--- config.mk ---
export PLATFORM = sky130hd
export DESIGN_NAME = wav_header_parser
export DESIGN_NICKNAME = d
export VERILOG_FILES = /design/src/design/whp_pkg.sv /design/src/design/whp_front.sv /design/src/design/whp_queue.sv /design/src/design/whp_back.sv /design/src/design/wav_header_parser.sv
export SDC_FILE = /design/constraint.sdc
export NUM_CORES = 1
export LEC_CHECK = 0
export ABC_CLOCK_PERIOD_IN_PS = 42600
export BUFFER_PORTS_ARGS = -buffer_cell sky130_fd_sc_hd__clkbuf_2
export CORE_ASPECT_RATIO = 0.6
export CORE_UTILIZATION = 40
export CTS_CLUSTER_SIZE = 40
export DETAILED_ROUTE_END_ITERATION = 8
export GPL_TIMING_DRIVEN = 0
export PLACE_DENSITY = 0.59
export SETUP_SLACK_MARGIN = 0.3
export SYNTH_ARGS = -nofsm -noshare
export SYNTH_HDL_FRONTEND = slang
export SYNTH_SLANG_ARGS = --single-unit
export TNS_END_PERCENT = 30
--- constraint.sdc ---
create_clock -name clock -period 42.6 [get_ports clock]
set_clock_uncertainty 0.1 [all_clocks]
set_input_delay 2.13 -clock clock [delete_from_list [all_inputs] [get_ports clock]]
set_output_delay 2.13 -clock clock [all_outputs]
set_load 0.005 [all_outputs]
--- src/design/whp_pkg.sv ---
// shared types and constants for the wav header parser
package whp_pkg;

   localparam logic [31:0] ID_RIFF = 32'h4646_4952;
   localparam logic [31:0] ID_WAVE = 32'h4556_4157;
   localparam logic [31:0] ID_FMT  = 32'h2074_6D66;
   localparam logic [31:0] ID_DATA = 32'h6174_6164;

   localparam logic [15:0] LIMIT_RESET   = 16'd4096;
   localparam logic [33:0] FMT_CHUNK_POS = 34'd12;
   localparam logic [31:0] FMT_MIN_SIZE  = 32'd16;
   localparam logic [33:0] POS_MAX       = 34'h0_FFFF_FFF7;

   localparam logic [1:0] STATUS_OK          = 2'd0;
   localparam logic [1:0] STATUS_UNSUPPORTED = 2'd1;
   localparam logic [1:0] STATUS_TRUNCATED   = 2'd2;

   localparam logic [32:0] POS_RIFF_END      = 33'd3;
   localparam logic [32:0] POS_WAVE_END      = 33'd11;
   localparam logic [32:0] POS_FMT_ID_END    = 33'd15;
   localparam logic [32:0] POS_FMT_SIZE_END  = 33'd19;
   localparam logic [32:0] POS_FORMAT_END    = 33'd21;
   localparam logic [32:0] POS_CHANNELS_END  = 33'd23;
   localparam logic [32:0] POS_RATE_END      = 33'd27;
   localparam logic [32:0] POS_BYTE_RATE_END = 33'd31;
   localparam logic [32:0] POS_ALIGN_END     = 33'd33;
   localparam logic [32:0] POS_WIDTH_END     = 33'd35;

   localparam logic [32:0] CHUNK_ID_END   = 33'd3;
   localparam logic [32:0] CHUNK_SIZE_END = 33'd7;
   localparam logic [33:0] CHUNK_HDR_LEN  = 34'd8;

   localparam int CSR_ADDR_WIDTH = 3;
   localparam logic REG_SEARCH_LIMIT = 1'b0;

   localparam int RSP_TDATA_WIDTH = 168;
   localparam int RSP_BIT_RATE_LSB = 64;
   localparam int RSP_OFFSET_LSB = 131;
   localparam logic [31:0] MIN_DATA_OFFSET = 32'd44;

   typedef struct packed {
      logic [31:0] word;
      logic [32:0] pos;
      logic        start;
      logic        last;
   } item_type;

   typedef struct packed {
      logic [1:0]  status;
      logic [15:0] audio_format;
      logic [15:0] channel_count;
      logic [31:0] sample_rate;
      logic [34:0] bit_rate;
      logic [15:0] block_align;
      logic [15:0] bits_per_sample;
      logic [31:0] data_offset;
   } result_type;

endpackage

--- src/design/whp_front.sv ---
// front end: takes byte transfers, tracks file offset and the last four bytes
module whp_front (
   input  logic                clock,
   input  logic                reset,
   input  logic                req_tvalid,
   output logic                req_tready,
   input  logic [7:0]          req_tdata,
   input  logic                req_tuser,
   input  logic                req_tlast,
   output logic                push_valid,
   output whp_pkg::item_type   push_item,
   input  logic                push_ready
);

   logic [31:0] shift_ff;
   logic [31:0] shift_in;
   logic [32:0] pos_ff;
   logic [32:0] pos_cur;
   logic        accept;

   assign req_tready = push_ready;
   assign push_valid = req_tvalid;
   assign accept     = req_tvalid && push_ready;

   assign pos_cur  = req_tuser ? 33'd0 : pos_ff;
   assign shift_in = {req_tdata, shift_ff[31:8]};

   always_comb begin
      push_item.word  = shift_in;
      push_item.pos   = pos_cur;
      push_item.start = req_tuser;
      push_item.last  = req_tlast;
   end

   always_ff @(posedge clock) begin
      if (reset) begin
         pos_ff   <= '0;
         shift_ff <= '0;
      end else if (accept) begin
         pos_ff   <= pos_cur + 33'd1;
         shift_ff <= shift_in;
      end
   end

endmodule

--- src/design/whp_queue.sv ---
// short queue of classified bytes between front and back
module whp_queue #(
   parameter int DEPTH = 2
) (
   input  logic              clock,
   input  logic              reset,
   input  logic              push_valid,
   output logic              push_ready,
   input  whp_pkg::item_type push_item,
   output logic              pop_valid,
   input  logic              pop_ready,
   output whp_pkg::item_type pop_item
);

   localparam int PTR_W = (DEPTH > 1) ? $clog2(DEPTH) : 1;
   localparam int CNT_W = $clog2(DEPTH + 1);

   whp_pkg::item_type mem [DEPTH];
   logic [PTR_W-1:0] wr_ptr_ff;
   logic [PTR_W-1:0] rd_ptr_ff;
   logic [CNT_W-1:0] count_ff;
   logic push;
   logic pop;

   assign push_ready = count_ff < CNT_W'(DEPTH);
   assign pop_valid  = count_ff != '0;
   assign push       = push_valid && push_ready;
   assign pop        = pop_valid && pop_ready;
   assign pop_item   = mem[rd_ptr_ff];

   always_ff @(posedge clock) begin
      if (push) begin
         mem[wr_ptr_ff] <= push_item;
      end
   end

   always_ff @(posedge clock) begin
      if (reset) begin
         wr_ptr_ff <= '0;
         rd_ptr_ff <= '0;
         count_ff  <= '0;
      end else begin
         if (push) begin
            wr_ptr_ff <= (wr_ptr_ff == PTR_W'(DEPTH - 1)) ? '0 : wr_ptr_ff + PTR_W'(1);
         end
         if (pop) begin
            rd_ptr_ff <= (rd_ptr_ff == PTR_W'(DEPTH - 1)) ? '0 : rd_ptr_ff + PTR_W'(1);
         end
         if (push && !pop) begin
            count_ff <= count_ff + CNT_W'(1);
         end else if (pop && !push) begin
            count_ff <= count_ff - CNT_W'(1);
         end
      end
   end

endmodule

--- src/design/whp_back.sv ---
// back end: header checks, fmt capture, chunk walk and the result register
module whp_back (
   input  logic                 clock,
   input  logic                 reset,
   input  logic [15:0]          search_limit,
   input  logic                 pop_valid,
   output logic                 pop_ready,
   input  whp_pkg::item_type    pop_item,
   output logic                 rsp_valid,
   input  logic                 rsp_ready,
   output whp_pkg::result_type  rsp_result
);

   localparam logic [1:0] PH_IDLE   = 2'd0;
   localparam logic [1:0] PH_HEADER = 2'd1;
   localparam logic [1:0] PH_SEARCH = 2'd2;
   localparam logic [1:0] PH_DONE   = 2'd3;

   logic [1:0]  phase_ff, phase_in, phase_cur;
   logic [31:0] next_ff, next_in;
   logic [15:0] format_ff, format_in;
   logic [15:0] channels_ff, channels_in;
   logic [31:0] rate_ff, rate_in;
   logic [31:0] byte_rate_ff, byte_rate_in;
   logic [15:0] align_ff, align_in;
   logic [15:0] width_ff, width_in;

   logic                rsp_valid_ff;
   whp_pkg::result_type rsp_result_ff, rsp_result_in;

   logic        take;
   logic        active;
   logic        have;
   logic        emit;
   logic [1:0]  status;
   logic [31:0] offset;
   logic [31:0] word;
   logic [33:0] n_hdr;
   logic [33:0] n_search;
   logic [32:0] off;
   logic        in_chunk;
   logic        ok;

   assign pop_ready  = !rsp_valid_ff || rsp_ready;
   assign take       = pop_valid && pop_ready;
   assign rsp_valid  = rsp_valid_ff;
   assign rsp_result = rsp_result_ff;

   assign word      = pop_item.word;
   assign phase_cur = pop_item.start ? PH_HEADER : phase_ff;
   assign active    = (phase_cur == PH_HEADER) || (phase_cur == PH_SEARCH);
   assign n_hdr     = whp_pkg::FMT_CHUNK_POS + whp_pkg::CHUNK_HDR_LEN + {2'b00, word}
                      + {33'd0, word[0]};
   assign n_search  = {2'b00, next_ff} + whp_pkg::CHUNK_HDR_LEN + {2'b00, word}
                      + {33'd0, word[0]};
   assign in_chunk  = pop_item.pos >= {1'b0, next_ff};
   assign off       = pop_item.pos - {1'b0, next_ff};

   always_comb begin
      have         = 1'b0;
      status       = whp_pkg::STATUS_OK;
      offset       = '0;
      next_in      = next_ff;
      phase_in     = phase_cur;
      format_in    = format_ff;
      channels_in  = channels_ff;
      rate_in      = rate_ff;
      byte_rate_in = byte_rate_ff;
      align_in     = align_ff;
      width_in     = width_ff;
      unique case (phase_cur)
         PH_HEADER: begin
            unique case (pop_item.pos)
               whp_pkg::POS_RIFF_END: begin
                  if (word != whp_pkg::ID_RIFF) begin
                     have   = 1'b1;
                     status = whp_pkg::STATUS_UNSUPPORTED;
                  end
               end
               whp_pkg::POS_WAVE_END: begin
                  if (word != whp_pkg::ID_WAVE) begin
                     have   = 1'b1;
                     status = whp_pkg::STATUS_UNSUPPORTED;
                  end
               end
               whp_pkg::POS_FMT_ID_END: begin
                  if (word != whp_pkg::ID_FMT) begin
                     have   = 1'b1;
                     status = whp_pkg::STATUS_UNSUPPORTED;
                  end
               end
               whp_pkg::POS_FMT_SIZE_END: begin
                  if (word < whp_pkg::FMT_MIN_SIZE || n_hdr > whp_pkg::POS_MAX) begin
                     have   = 1'b1;
                     status = whp_pkg::STATUS_UNSUPPORTED;
                  end else begin
                     next_in = n_hdr[31:0];
                  end
               end
               whp_pkg::POS_FORMAT_END:    format_in    = word[31:16];
               whp_pkg::POS_CHANNELS_END:  channels_in  = word[31:16];
               whp_pkg::POS_RATE_END:      rate_in      = word;
               whp_pkg::POS_BYTE_RATE_END: byte_rate_in = word;
               whp_pkg::POS_ALIGN_END:     align_in     = word[31:16];
               whp_pkg::POS_WIDTH_END: begin
                  width_in = word[31:16];
                  phase_in = PH_SEARCH;
               end
               default: begin
               end
            endcase
         end
         PH_SEARCH: begin
            if (in_chunk) begin
               if (off == whp_pkg::CHUNK_ID_END && word == whp_pkg::ID_DATA) begin
                  have   = 1'b1;
                  offset = next_ff + 32'd8;
               end else if (off == whp_pkg::CHUNK_SIZE_END) begin
                  if (n_search > {18'd0, search_limit}) begin
                     have   = 1'b1;
                     status = whp_pkg::STATUS_UNSUPPORTED;
                  end else begin
                     next_in = n_search[31:0];
                  end
               end
            end
         end
         default: begin
         end
      endcase
      if (!have) begin
         status = whp_pkg::STATUS_TRUNCATED;
      end
      emit = active && (have || pop_item.last);
      if (emit) begin
         phase_in = PH_DONE;
      end
   end

   assign ok = status == whp_pkg::STATUS_OK;

   always_comb begin
      rsp_result_in.status          = status;
      rsp_result_in.audio_format    = ok ? format_ff : 16'd0;
      rsp_result_in.channel_count   = ok ? channels_ff : 16'd0;
      rsp_result_in.sample_rate     = ok ? rate_ff : 32'd0;
      rsp_result_in.bit_rate        = ok ? {byte_rate_ff, 3'b000} : 35'd0;
      rsp_result_in.block_align     = ok ? align_ff : 16'd0;
      rsp_result_in.bits_per_sample = ok ? width_ff : 16'd0;
      rsp_result_in.data_offset     = ok ? offset : 32'd0;
   end

   always_ff @(posedge clock) begin
      if (reset) begin
         phase_ff     <= PH_IDLE;
         rsp_valid_ff <= 1'b0;
      end else begin
         if (take) begin
            phase_ff <= phase_in;
         end
         if (take && emit) begin
            rsp_valid_ff <= 1'b1;
         end else if (rsp_ready) begin
            rsp_valid_ff <= 1'b0;
         end
      end
   end

   always_ff @(posedge clock) begin
      if (take) begin
         next_ff      <= next_in;
         format_ff    <= format_in;
         channels_ff  <= channels_in;
         rate_ff      <= rate_in;
         byte_rate_ff <= byte_rate_in;
         align_ff     <= align_in;
         width_ff     <= width_in;
      end
      if (take && emit) begin
         rsp_result_ff <= rsp_result_in;
      end
   end

endmodule

--- src/design/wav_header_parser.sv ---
// wav header parser top level: byte stream in, at most one header result per file out
//
//   channel  direction  payload
//   req      in         tdata: data_byte; tuser: file_start; tlast: file_end
//   rsp      out        tdata: fmt fields and data offset; tuser: status
//   csr      in/out     apb register search_limit at address 0
//
// one byte transfer per cycle unless a result waits on rsp
// the front is combinational; the queue and the result register are registered
// rsp_tvalid is registered: the byte that ends the result passes the queue, then sets the result register
// reset is synchronous; search_limit returns to 4096, no clearing pass
// a stalled rsp fills the queue, then req_tready drops until rsp is taken
module wav_header_parser #(
   parameter int QUEUE_DEPTH = 2
) (
   input  logic                                clock,
   input  logic                                reset,
   input  logic                                req_tvalid,
   output logic                                req_tready,
   input  logic [7:0]                          req_tdata,   // data_byte
   input  logic                                req_tuser,   // file_start
   input  logic                                req_tlast,
   output logic                                rsp_tvalid,
   input  logic                                rsp_tready,
   // audio_format, channel_count, sample_rate, bit_rate, block_align,
   // bits_per_sample, data_offset, zero fill
   output logic [whp_pkg::RSP_TDATA_WIDTH-1:0] rsp_tdata,
   output logic [1:0]                          rsp_tuser,   // status
   input  logic                                csr_psel,
   input  logic                                csr_penable,
   input  logic                                csr_pwrite,
   input  logic [whp_pkg::CSR_ADDR_WIDTH-1:0]  csr_paddr,
   input  logic [31:0]                         csr_pwdata,
   output logic [31:0]                         csr_prdata,
   output logic                                csr_pready
);

   logic [15:0] limit_ff;
   logic        csr_write;

   logic              push_valid, push_ready;
   whp_pkg::item_type push_item;
   logic              pop_valid, pop_ready;
   whp_pkg::item_type pop_item;
   whp_pkg::result_type result;

   assign csr_pready = 1'b1;
   assign csr_write  = csr_psel && csr_penable && csr_pwrite && csr_pready;
   assign csr_prdata = (csr_paddr[2] == whp_pkg::REG_SEARCH_LIMIT) ? {16'd0, limit_ff} : 32'd0;

   always_ff @(posedge clock) begin
      if (reset) begin
         limit_ff <= whp_pkg::LIMIT_RESET;
      end else if (csr_write && csr_paddr[2] == whp_pkg::REG_SEARCH_LIMIT) begin
         limit_ff <= csr_pwdata[15:0];
      end
   end

   whp_front u_front (
      .clock      (clock),
      .reset      (reset),
      .req_tvalid (req_tvalid),
      .req_tready (req_tready),
      .req_tdata  (req_tdata),
      .req_tuser  (req_tuser),
      .req_tlast  (req_tlast),
      .push_valid (push_valid),
      .push_item  (push_item),
      .push_ready (push_ready)
   );

   whp_queue #(
      .DEPTH (QUEUE_DEPTH)
   ) u_queue (
      .clock      (clock),
      .reset      (reset),
      .push_valid (push_valid),
      .push_ready (push_ready),
      .push_item  (push_item),
      .pop_valid  (pop_valid),
      .pop_ready  (pop_ready),
      .pop_item   (pop_item)
   );

   whp_back u_back (
      .clock        (clock),
      .reset        (reset),
      .search_limit (limit_ff),
      .pop_valid    (pop_valid),
      .pop_ready    (pop_ready),
      .pop_item     (pop_item),
      .rsp_valid    (rsp_tvalid),
      .rsp_ready    (rsp_tready),
      .rsp_result   (result)
   );

   assign rsp_tuser = result.status;
   assign rsp_tdata = {5'd0, result.data_offset, result.bits_per_sample, result.block_align,
                       result.bit_rate, result.sample_rate, result.channel_count,
                       result.audio_format};

endmodule

; Word level (Yosys, flattened, before mapping)
; Memories as Yosys holds them, arrays and structs flattened. A register that Yosys moved wholly into a read port is not among the register bits.
; Index checks and enable logic that the tools add are counted.
[totals]
reg_bits = 413
memories = 1
out_inout_bits = 205
ram_bits = 134
input_bits = 52
word_cells = 141
[op_classes]
n_eq_ne = 24
muxes = 44
add_sub_neg = 12
reduce_logical = 30
order_cmp = 5
n_bitwise = 1
[mem_list]
columns = memory, words, word_bits, rd, rd_clocked_by_memory_dff, write_ports, line_no
row1 = u_queue.mem, 2, 67, 1, 1, 1, whp_queue.sv:18  ; whp_pkg::item_type mem [DEPTH];
[ops]
columns = operator, n
row1 = $mux 32, 6
row2 = $eq 33x5->1 const B, 5
row3 = $add 34x1->34, 2
row4 = $eq 33x2->1 const B, 2
row5 = $eq 33x4->1 const B, 2
row6 = $eq 33x6->1 const B, 2
row7 = $ne 32x31->1 const B, 2
row8 = $pmux 32 s2, 1
row9 = $add 34x32->34, 1
row10 = $gt 34x16->1, 1
row11 = $gt 34x32->1 const B, 1
row12 = $add 32x4->33 const B, 1
row13 = $add 33x1->33 const B, 1
row14 = $add 5x32->33 const A, 1
row15 = $eq 33x3->1 const B, 1
row16 = $ge 33x32->1, 1
row17 = $mux 33, 1
row18 = $sub 33x32->33, 1
row19 = $add 32x4->32 const B, 1
row20 = $eq 32x31->1 const B, 1
row21 = $lt 32x5->1 const B, 1
row22 = $ne 32x30->1 const B, 1
row23 = $mux 1, 21
row24 = $mux 2, 10
row25 = other kinds (22), 49

; Logic depth before layout (Yosys ltp)
[logic_depth]
depth_word = 13
mapped_depth = 32
depth_no_buf = 25

; Modules after synthesis
; Synthesis repeated with hierarchy kept, for this count alone.
[unflattened]
hier_cells = 2321
area_unflattened_um2 = 27124.8
[by_module_without_submodules]
columns = mod, area_each_um2, cells_per_inst, seq_area_each_um2, n_inst
row1 = whp_back, 18081.1, 1611, 9669.3, 1
row2 = whp_queue, 5161.2, 231, 4124.0, 1
row3 = whp_front, 2862.7, 368, 1141.1, 1
row4 = wav_header_parser, 1019.7, 111, 320.3, 1

; Least setup slack after synthesis
; Ideal clock, no wire load.
[synth_path]
kind = reg-to-reg
start = reg (tool-made name)
end = reg u_back.rsp_result_ff, in the netlist u_back.rsp_result[0], enable pin
n_path_buf = 9
period_less_slack_ns = 19.215
path_stages_with_launch = 23
slack_ns = 23.385
setup_ns = 0.974
required_time_ns = 41.526
arrival_ns = 18.141
cell_sequence = dfxtp_1 -> buf_4 -> buf_4 -> buf_4 -> buf_2 -> buf_2 -> buf_2 -> clkbuf_1 -> clkbuf_1 -> mux2_2 -> ha_1 -> clkbuf_1 -> a21o_1 -> a311oi_1 -> nor4_1 -> a2111oi_0 -> nor2_1 -> o41ai_1 -> xor2_1 -> nand2_1 -> nor4_1 -> nor3b_1 -> a311oi_1
[synth_lines]
columns = item, line_no
row1 = "end signal, assigned", whp_back.sv:180  ; rsp_result_ff <= rsp_result_in;
row2 = "end, declared", whp_back.sv:29  ; whp_pkg::result_type rsp_result_ff, rsp_result_in;

==> run_results.csv <==
group,metric,value,unit
outcome,status,"finished, final reports clean",
critical_path,slowest_delay,970,ps
timing,hold_violations,0,
critical_path,timing.reg2reg.worst_path_depth,25,
global_routing,grt_busiest_layer,"met1",
critical_path,cp_slowest_cell,"sky130_fd_sc_hd__nor2_1",
global_routing,met3_usage,4.83,%
timing,setup_total_negative_slack,0,ps
synth,yosys.area_share.simple,18.1,%
clocking,clock_latency,620,ps
die,placement_rows,73,
clocking,clock_tree.buffer_depth,3,
clocking,cts_post_setup_buffers_inserted,0,
worst_hold_path,min-delay-path-class,"reg2reg",
clocking,clock_sink_count,537,
synth,synth-seq-area-share,56.1,%
critical_path,r2r_setup_slack,32110,ps
clocking,root_buffer,"sky130_fd_sc_hd__clkbuf_16",
detailed_routing,wirelength,87100,um
critical_path,worst_ep_required_time,42970,ps
power,leakagePower,12.0,nW
power,vdd.ir_drop.worst,35.2,uV
die,initial_utilization,40.8,%
timing,timing.final.setup_violations,0,
worst_hold_path,holdPathStages,2,
clocking,cts-hold-fix-buffers,0,
detailed_routing,drt-vias-per-instance,5.61,
synth,synth-compound-area-share,9.23,%
synth,synth_warnings,0,
synth,post_synth_main_area_contributors,"sky130_fd_sc_hd__edfxtp_1 50%, sky130_fd_sc_hd__dfxtp_1 5.9%, sky130_fd_sc_hd__ha_1 4.2%",
timing,grt_setup_unrepaired,"no",
timing,worst_setup_slack_after_layout,32110,ps
clocking,tritoncts.num_buffers,50,
clocking,cts_resized,0,
die,ios,257,
placed_design,gp_congestion,0.961,
clocking,htreeDepth,2,
synth,netlist-cell-type-count,92,
global_routing,grt_pass1_vias,18900,
clocking,clk_slew_on_worst_s_h_paths,70,ps
placed_design,hpwl,68200,um
synth,synth_area_per_cell,11.2,sq um
global_routing,grt_first_pass_wirelength,126000,um
synth,synth.top_cell.area_share,50.2,%
global_routing,grt_antenna_before_repair,6,
synth,yosys.area_share.xor_xnor,5.26,%
critical_path,crit_path_end_kind,"register",
die,die_width,339,um
synth,postSynthCellCount,2434,
die,core-area,66900,sq um
detailed_routing,drtPass1Iterations,6,
critical_path,critical_path.endpoint,"u_back.rsp_result[126]$_SDFFCE_PP0P_",
detailed_routing,ant_nets,0,
global_routing,grt.overflow.total,0,
finish,post-route-util,47.4,%
critical_path,timing.critical_path.arrival,10860,ps
global_routing,grt_max_degree,56,
finish,share_of_final_layout_standard_cells_stronger_than_drive_strength_1,16.4,%
synth,syn-cell-area,27300,sq um
detailed_routing,wl_per_cell,23.7,um
synth,synth-adder-area-share,4.32,%
synth,asyncSetResetFlopFracSynth,0,%
timing,finalWorstPathRequiredPeriod,10490,ps
timing,timing.final.crit_share,24.6,%
synth,synth-edff-count,456,
timing,max_slew_margin,16.7,%
detailed_routing,drtIter0Drc,2383,
die,dieHeight,204,um
synth,ys_seq_elements,537,
synth,yosys-mux-area-fraction,3.03,%
finish,finish.net_count,2886,
die,floorplan.die_area,69300,sq um
flow_run,drv_cap,0,
placed_design,dpl_worst_slack,32460,ps
detailed_routing,drc,0,
placed_design,numPortBuffers,211,
critical_path,reg2reg_to,"u_back.rsp_result[126]$_SDFFCE_PP0P_",
synth,largest_family_of_logic_cells_by_synthesized_area,"simple AND/OR/NAND/NOR gates",
timing,slew_violations,0,
timing,timing_worst_slew_pin_value,1240,ps
finish,area_delta_synth_final,16.1,%
detailed_routing,vias,20700,
synth,yosys_most_used_dff,"sky130_fd_sc_hd__edfxtp_1",
global_routing,gr_layer_usage_met1,40.5,%
critical_path,kind_of_critical_path,"reg2reg",
global_routing,grtUsageTotal,24.6,%
synth,yosys.area.top_type,"sky130_fd_sc_hd__edfxtp_1",
power,power.density_cell_area,66.5,nW/um^2
global_routing,grt.met2_usage,32.2,%
clocking,cts_tree,"built",
critical_path,critical_path.startpoint_type,"register",
critical_path,cp_max_fo,10,
timing,fmax,95.4,MHz
[layout make-up]
class	instances	area [sq um]
fillers	6146	35200
flip-flops and latches	537	15300
multi-input cells	1690	11100
repair buffers	232	1420
clock buffers	62	1350
well taps	900	1130
plain buffers	124	679
inverters	106	398
clock inverters	29	345
diodes	1	2.50
[worst min-delay path by stage]
stage,start,end,slack [ps]
finish,limit_ff[4]$_SDFFE_PP0P_,limit_ff[4]$_SDFFE_PP0P_,360
global route,limit_ff[15]$_SDFFE_PP0P_,limit_ff[15]$_SDFFE_PP0P_,380
CTS,limit_ff[4]$_SDFFE_PP0P_,limit_ff[4]$_SDFFE_PP0P_,360
detailed placement,limit_ff[4]$_SDFFE_PP0P_,limit_ff[4]$_SDFFE_PP0P_,350
global placement,u_front.shift_ff[9]$_SDFFE_PP0P_,u_queue.mem[0][36]$_DFFE_PP_,340
floorplan,u_front.shift_ff[8]$_SDFFE_PP0P_,u_queue.mem[0][35]$_DFFE_PP_,330
[cells in the mapped netlist, drive strengths merged, types with 24 or more instances]
library cell / instances
a21o: 24
a21oi: 143
and3: 179
buf: 52
clkbuf: 72
dfxtp: 81
edfxtp: 456
ha: 91
inv: 106
mux2: 44
mux2i: 32
nand2: 250
nand3: 77
nand4: 54
nor2: 146
nor2b: 48
nor3: 50
nor4: 29
o21ai: 76
xnor2: 119
xor2: 42
[power by group]
part / internal (mW) / total (mW) / switching (mW) / leakage [nW]
clock network: 0.263 / 0.465 / 0.201 / 0.828
logic: 0.297 / 0.936 / 0.639 / 6.23
registers: 0.674 / 0.707 / 0.0336 / 4.92
total: 1.23 / 2.11 / 0.873 / 12.0
[worst max-delay path, delay by kind of cell, from the launching register on]
kind,cells,cell delay [ps]
buffers and inverters,12,4160
xor gates and xnor gates,1,90
DFF,1,420
AOI/OAI and AO/OA,4,1860
muxes,1,460
and+or+nand+nor,6,2910
adders and majority gates,1,290
[through the flow]
stage | std cells | cell area [sq um] | power [mW] | hold WS, ps
after floorplan | 2457 | 27400 | 1.29 | 325
after global placement | 3568 | 29600 | 1.63 | 344
after detailed placement | 3589 | 30000 | 1.62 | 348
after CTS | 3680 | 31700 | 2.09 | 358
after global routing | 3680 | 31700 | 2.21 | 375
final | 3681 | 31700 | 2.11 | 357
[per-layer routing]
layer,routed length [um],part of all wire [%],vias to the layer above
met5,0,0,-
li1,-,-,9580
met3,8450,9.7,103
met1,44000,50,10000
met4,1620,1.9,0
met2,33000,38,946
[placed cells by master (no fill, tap or decap), types with 10 or more instances in the layout]
cell type	n
sky130_fd_sc_hd__edfxtp_1	456
sky130_fd_sc_hd__nand2_1	250
sky130_fd_sc_hd__clkbuf_2	211
sky130_fd_sc_hd__and3_1	178
sky130_fd_sc_hd__a21oi_1	142
sky130_fd_sc_hd__nor2_1	140
sky130_fd_sc_hd__xnor2_1	117
sky130_fd_sc_hd__inv_1	103
sky130_fd_sc_hd__ha_1	91
sky130_fd_sc_hd__dfxtp_1	81
sky130_fd_sc_hd__clkbuf_1	80
sky130_fd_sc_hd__nand3_1	74
sky130_fd_sc_hd__o21ai_0	72
sky130_fd_sc_hd__nand4_1	51
sky130_fd_sc_hd__clkbuf_16	51
sky130_fd_sc_hd__nor2b_1	48
sky130_fd_sc_hd__nor3_1	46
sky130_fd_sc_hd__mux2_2	44
sky130_fd_sc_hd__xor2_1	42
sky130_fd_sc_hd__buf_4	32
sky130_fd_sc_hd__mux2i_1	29
sky130_fd_sc_hd__nor4_1	27
sky130_fd_sc_hd__conb_1	25
sky130_fd_sc_hd__a21o_1	24
sky130_fd_sc_hd__a31oi_1	20
sky130_fd_sc_hd__and2_1	19
sky130_fd_sc_hd__o21a_1	16
sky130_fd_sc_hd__or3_1	16
sky130_fd_sc_hd__o31ai_1	13
sky130_fd_sc_hd__buf_6	12
sky130_fd_sc_hd__and4_1	12
sky130_fd_sc_hd__o21bai_1	12
sky130_fd_sc_hd__nand2b_1	12
sky130_fd_sc_hd__buf_8	11
sky130_fd_sc_hd__or4_1	10
sky130_fd_sc_hd__nand3b_1	10
[sequential cells by signal (all words and copies together) (netlist names), named ones only]
register,count
u_back.phase_ff,2
u_queue.count_ff,2
u_back.align_ff,16
u_back.rate_ff,32
u_back.byte_rate_ff,32
u_back.next_ff,32
u_back.rsp_result,162
u_front.shift_ff,24
limit_ff,16
u_back.format_ff,16
u_queue.rd_ptr_ff,1
u_queue.wr_ptr_ff,1
u_back.rsp_valid,1
u_back.width_ff,16
u_back.channels_ff,16
u_queue.mem,134
u_front.pos_ff,33
[logic make-up after synthesis]
family	after synthesis
AO/OA/AOI/OAI	395
AND/OR/NAND/NOR	940
multiplexers	76
flip-flops	537
XOR/XNOR	161
buffers and inverters	230
other	2
adder cells (fa/ha/maj)	93
No activity file was read; power rests on OpenSTA's default activity.
